$ cat src/hdl/mtaw_pkg.sv
// ============================================================================
// mtaw_pkg
// Shared types and fixed-point constants for the adaptive multitaper
// weighting core and its long divider.
// ============================================================================
package mtaw_pkg;

    // Long divider sizing: widest dividend, widest divisor, length field.
    localparam int DIV_W     = 66;
    localparam int DIVISOR_W = 52;
    localparam int DIV_LEN_W = 7;

    // Quotient lengths, one per kind of division.
    localparam logic [DIV_LEN_W-1:0] LEN_RATIO = 7'd48;
    localparam logic [DIV_LEN_W-1:0] LEN_NORM  = 7'd49;
    localparam logic [DIV_LEN_W-1:0] LEN_MEAN  = 7'd52;
    localparam logic [DIV_LEN_W-1:0] LEN_RN    = 7'd46;
    localparam logic [DIV_LEN_W-1:0] LEN_DOF   = 7'd66;

    localparam int LANE_SLOTS = 8;

    localparam logic [16:0] ONE_Q16   = 17'h10000;
    localparam logic [17:0] Q_MAX     = 18'h20000;
    localparam logic [31:0] RATIO_MAX = 32'hFFFF_FFFF;
    localparam logic [12:0] DOF_MAX   = 13'd4096;
    localparam logic [15:0] FAIL_MAX  = 16'hFFFF;
    localparam logic [13:0] TOL_DEN   = 14'd10000;

    // Configuration register indexes and reset values.
    localparam int CFG_INDEX_W = 1;
    localparam logic [CFG_INDEX_W-1:0] CFG_TAPER_COUNT    = 1'b0;
    localparam logic [CFG_INDEX_W-1:0] CFG_NOISE_VARIANCE = 1'b1;
    localparam logic [3:0]  TAPER_COUNT_RESET = 4'd5;
    localparam logic [31:0] NOISE_RESET       = 32'h0001_0000;

    typedef struct packed {
        logic                 start;
        logic [DIV_LEN_W-1:0] len;
        logic [DIV_W-1:0]     dividend;
        logic [DIVISOR_W-1:0] divisor;
    } div_req_t;

    typedef struct packed {
        logic             done;
        logic [DIV_W-1:0] quotient;
    } div_rsp_t;

endpackage

$ cat src/hdl/mtaw_div.sv
// ============================================================================
// mtaw_div
// Restoring long divider, one quotient bit per cycle. The dividend is
// left-aligned so that only the requested number of quotient bits is run.
// ============================================================================
module mtaw_div (
    input  logic               clk,
    input  logic               rst_n,
    input  mtaw_pkg::div_req_t req,
    output mtaw_pkg::div_rsp_t rsp
);
    import mtaw_pkg::*;

    logic                 busy_reg;
    logic                 done_reg;
    logic [DIV_LEN_W-1:0] cnt_reg;
    logic [DIV_W-1:0]     dvd_reg;
    logic [DIVISOR_W-1:0] dsr_reg;
    logic [DIVISOR_W-1:0] rem_reg;
    logic [DIV_W-1:0]     quo_reg;

    logic [DIVISOR_W:0]   rem_shift;
    logic [DIVISOR_W:0]   rem_diff;
    logic                 fits;

    assign rem_shift = {rem_reg, dvd_reg[DIV_W-1]};
    assign fits      = rem_shift >= {1'b0, dsr_reg};
    assign rem_diff  = rem_shift - {1'b0, dsr_reg};

    always_ff @(posedge clk or negedge rst_n)
    begin
        if (!rst_n)
        begin
            busy_reg <= 1'b0;
            done_reg <= 1'b0;
            cnt_reg  <= '0;
        end
        else
        begin
            done_reg <= 1'b0;
            if (req.start)
            begin
                busy_reg <= 1'b1;
                cnt_reg  <= req.len;
            end
            else if (busy_reg)
            begin
                cnt_reg <= cnt_reg - 1'b1;
                if (cnt_reg == 7'd1)
                begin
                    busy_reg <= 1'b0;
                    done_reg <= 1'b1;
                end
            end
        end
    end

    always_ff @(posedge clk)
    begin
        if (req.start)
        begin
            dvd_reg <= req.dividend << (7'(DIV_W) - req.len);
            dsr_reg <= req.divisor;
            rem_reg <= '0;
            quo_reg <= '0;
        end
        else if (busy_reg)
        begin
            dvd_reg <= {dvd_reg[DIV_W-2:0], 1'b0};
            rem_reg <= fits ? rem_diff[DIVISOR_W-1:0] : rem_shift[DIVISOR_W-1:0];
            quo_reg <= {quo_reg[DIV_W-2:0], fits};
        end
    end

    assign rsp.done     = done_reg;
    assign rsp.quotient = quo_reg;

endmodule

$ cat config.mk
export PLATFORM = sky130hd
export DESIGN_NAME = mtaw_div
export DESIGN_NICKNAME = d
export VERILOG_FILES = /design/src/hdl/mtaw_pkg.sv /design/src/hdl/mtaw_div.sv
export SDC_FILE = /design/constraint.sdc
export NUM_CORES = 1
export LEC_CHECK = 0
export ABC_AREA = 1
export BUFFER_PORTS_ARGS = -buffer_cell sky130_fd_sc_hd__buf_2
export CORE_MARGIN = 1.5
export CORE_UTILIZATION = 50
export CTS_CLUSTER_SIZE = 20
export DETAILED_ROUTE_END_ITERATION = 16
export PLACE_DENSITY = 0.72
export SLEW_MARGIN = 20
export SYNTH_ARGS = -nofsm -noshare
export SYNTH_HDL_FRONTEND = slang
export SYNTH_SLANG_ARGS = --single-unit
$ cat constraint.sdc
create_clock -name clk -period 3.15 [get_ports clk]
set_clock_uncertainty 0.2 [all_clocks]
set_input_delay 0.315 -clock clk [delete_from_list [all_inputs] [get_ports clk]]
set_output_delay 0.315 -clock clk [all_outputs]
set_load 0.01 [all_outputs]
==> results.toml <==
[worst_hold_path]
min_path_type = "input port to flop"
holdPathEnd = "dsr_reg[1]$_DFFE_PP_"
hp-start = "req[125]"
whs_path_depth = 2

[placement]
routabilityCongestion = 1.053
io_buffers = 194
post-dp-hpwl_mm = 43.91
dp.cells = 3396
placed_area_mm2 = 0.01989

[layout]
seqCellArea_mm2 = 0.006131
fin_area_mm2 = 0.02146
layout.cells.non_filler = 3507
final_cell_mix = "nand2_1, inv_1, nand3_1"
final_util = 0.5861
drive_above_1_share = 0.1353
synthToLayoutAreaGrowth_pct = 15.45
nets = 3201
fillerInstances = 3575
final_common_cell = "nand2_1"
multi_input_area_mm2 = 0.01006

[routing]
vias_per_cell = 5.381
wl_met2_mm = 26.94
highest_layer = "met4"
num_vias = 18870
drc = 0
wl_met3_mm = 3.122
avgRoutedWirePerCell_um = 16.21
drtPass1Iterations = 6
drt_iter0_drc = 1666
drtAntennaViolNets = 0
wl_met1_mm = 24.39
wl_mm = 56.85

[setup_path]
r2r_start = "dsr_reg[23]$_DFFE_PP_"
cp_max_fo = 43
cp-end-kind = "flop"
path_class = "flop to flop"
path_buf_inv = 2
required_ns = 3.39
crit_family = "simple AND/OR/NAND/NOR gates"
crit_top_cell = "nand2_1"
start_kind = "flop"
crit_arrival_ns = 3.09
cp_slowest_cell = "buf_4"
r2r-end = "rem_reg[35]$_SDFFE_PP0P_"
r2r_cells = 10
cpPeakStageDelay_ns = 0.36
rrSetupSlack_ns = 0.30
crit_path_cell_trace = "inv_1, ha_1, nand2_1, nor2_1, nand2_1, nor2_2, nand4_4, buf_4, nand4_1, nand3_2"

[synthesis]
synth_edf_count = 118
synth_cell_type_count = 54
ys_warn_count = 0
netlist_area_mm2 = 0.01859
synth_nets = 3008
ys_seq_area_frac = 0.3299
synth_cells = 2824
syn_avg_cell_area_um2 = 6.582
async_flop_share = 0.03673
synth_top_flop_cell = "edfxtp_1"
synth_seq_cells = 245

[timing]
max_freq_ghz = 0.3503
fin_crit_ns = 2.854
finalHoldViolations = 0
maxSlewViolCount = 0
min_period_over_period = 0.9062
tns_ns = 0
worst_slew_pin_slew_ns = 0.7035
setup_viol = 0
rsz0062_at_grt = "false"
slew_headroom = 0.5310

[clocking]
cts_setup_buffers = 0
cts_tree = "built"
clock_latency_ns = 0.57
cts_buffer_depth = 3
clockRootBuffer = "clkbuf_16"
htreeDepth = 1
cts_made_buffers = 27
path_clk_slew_ns = 0.06
clock_sink_count = 245

[die]
start_util = 0.5077
die_w_um = 195.8
coreArea_mm2 = 0.03661
die_area_mm2 = 0.03834
ios = 195
die_h_um = 195.8
core.rowCount = 70

[global_route]
grt_pass1_wl_mm = 91.39
grt_use_total = 0.2957
antenna_found_initial = 1
grt_pass1_vias = 17690
grt_max_degree = 103
grt_overflow_total = 0

[outcome]
status = "finished, final reports clean"

[power_and_ir_drop]
p_per_area_mw_per_mm2 = 603.6
ir_worst_vdd_uv = 459.7
p_leak_nw = 10.88

[job]
max_cap_viol_count = 0
## cells by family after synthesis
group	share of synthesized area
AND/OR/NAND/NOR	0.3800
buffers and inverters	0.1313
AO/OA/AOI/OAI	0.1058
flip-flops	0.3299
adder cells (fa/ha/maj)	0.03810
XOR/XNOR	0.01501
## layout make-up
type                       instances  share of cell area
clock inverter                    16             0.01178
clock buffer                      34             0.03318
antenna                            1           0.0001166
tap                              468             0.02729
sequential                       245              0.2857
timing repair buffer             300             0.09411
inverter                         450             0.07901
multi-input combinational       1993              0.4688
## cell usage after synthesis, types with 5 or more instances
| cell type | n | area share |
|---|---|---|
| dfxtp_1 | 118 | 0.13 |
| nand2_1 | 957 | 0.19 |
| a22oi_1 | 5 | 0.0020 |
| o21ai_1 | 95 | 0.026 |
| o21ai_0 | 73 | 0.020 |
| buf_2 | 43 | 0.012 |
| o22ai_1 | 64 | 0.022 |
| nand3_2 | 63 | 0.034 |
| xor2_1 | 26 | 0.012 |
| o211ai_1 | 43 | 0.017 |
| nand4_1 | 64 | 0.022 |
| dfrtp_1 | 9 | 0.012 |
| inv_2 | 21 | 0.0042 |
| inv_1 | 422 | 0.085 |
| nor2_1 | 110 | 0.022 |
| buf_4 | 21 | 0.0085 |
| nor2_2 | 13 | 0.0044 |
| a21oi_1 | 42 | 0.011 |
| or2_1 | 19 | 0.0064 |
| ha_1 | 55 | 0.037 |
| nand2_2 | 9 | 0.0030 |
| clkinv_1 | 5 | 0.0010 |
| buf_12 | 5 | 0.0054 |
| nor3_1 | 7 | 0.0019 |
| edfxtp_1 | 118 | 0.19 |
| nand3_1 | 303 | 0.082 |
| clkbuf_1 | 62 | 0.013 |
## power breakdown
| part | internal (mW) | leakage, nW | total, mW | switching (mW) |
|---|---|---|---|---|
| Clock | 2.10 | 0.469 | 3.47 | 1.37 |
| Sequential | 3.80 | 2.35 | 4.08 | 0.272 |
| Combinational | 1.78 | 8.06 | 5.41 | 3.63 |
| Total | 7.69 | 10.9 | 13.0 | 5.27 |
## timing repair
| action | 4_1_cts | 5_1_grt |
|---|---|---|
| gates resized for setup | 0 | 0 |
| endpoints found under the hold margin | 68 | 0 |
| hold buffers | 60 | 0 |
| setup endpoints to repair | 0 | 0 |
## metal layers
| metal | vias up | GRT usage |
|---|---|---|
| li1 | 9517 | - |
| met5 | - | 0 |
| met4 | 0 | 0.1219 |
| met2 | 633 | 0.5092 |
| met1 | 8584 | 0.3798 |
| met3 | 136 | 0.02940 |
## worst register-to-register path, delay by kind of cell, from the launching register on
| kind | cells | cell delay, ns |
|---|---|---|
| adders and majority gates | 1 | 0.35 |
| and+or+nand+nor | 7 | 1.42 |
| DFF | 1 | 0.34 |
| buffers and inverters | 2 | 0.42 |
## worst max path at each step
stage	start	endpoint	cells after the start
after floorplan	req[118]	dvd_reg[56]$_DFFE_PP_	12
after global placement	dsr_reg[23]$_DFFE_PP_	rem_reg[42]$_SDFFE_PP0P_	10
after detailed placement	dsr_reg[23]$_DFFE_PP_	rem_reg[35]$_SDFFE_PP0P_	10
after CTS	dsr_reg[23]$_DFFE_PP_	rem_reg[35]$_SDFFE_PP0P_	10
after global routing	dsr_reg[23]$_DFFE_PP_	rem_reg[35]$_SDFFE_PP0P_	10
final	dsr_reg[23]$_DFFE_PP_	rem_reg[35]$_SDFFE_PP0P_	10
## stage by stage
step                      hold WS [ns]  setup WS, ns  total power, mW
final                           0.1136        0.2956            12.95
after global routing            0.1082        0.1069            13.85
after CTS                      0.08391        0.3057            12.97
after detailed placement      -0.01344        0.3713            9.404
after global placement        -0.02047        0.3952            9.343
after floorplan                -0.1806        0.8974            8.135
Power figures use the tool's default switching activity.
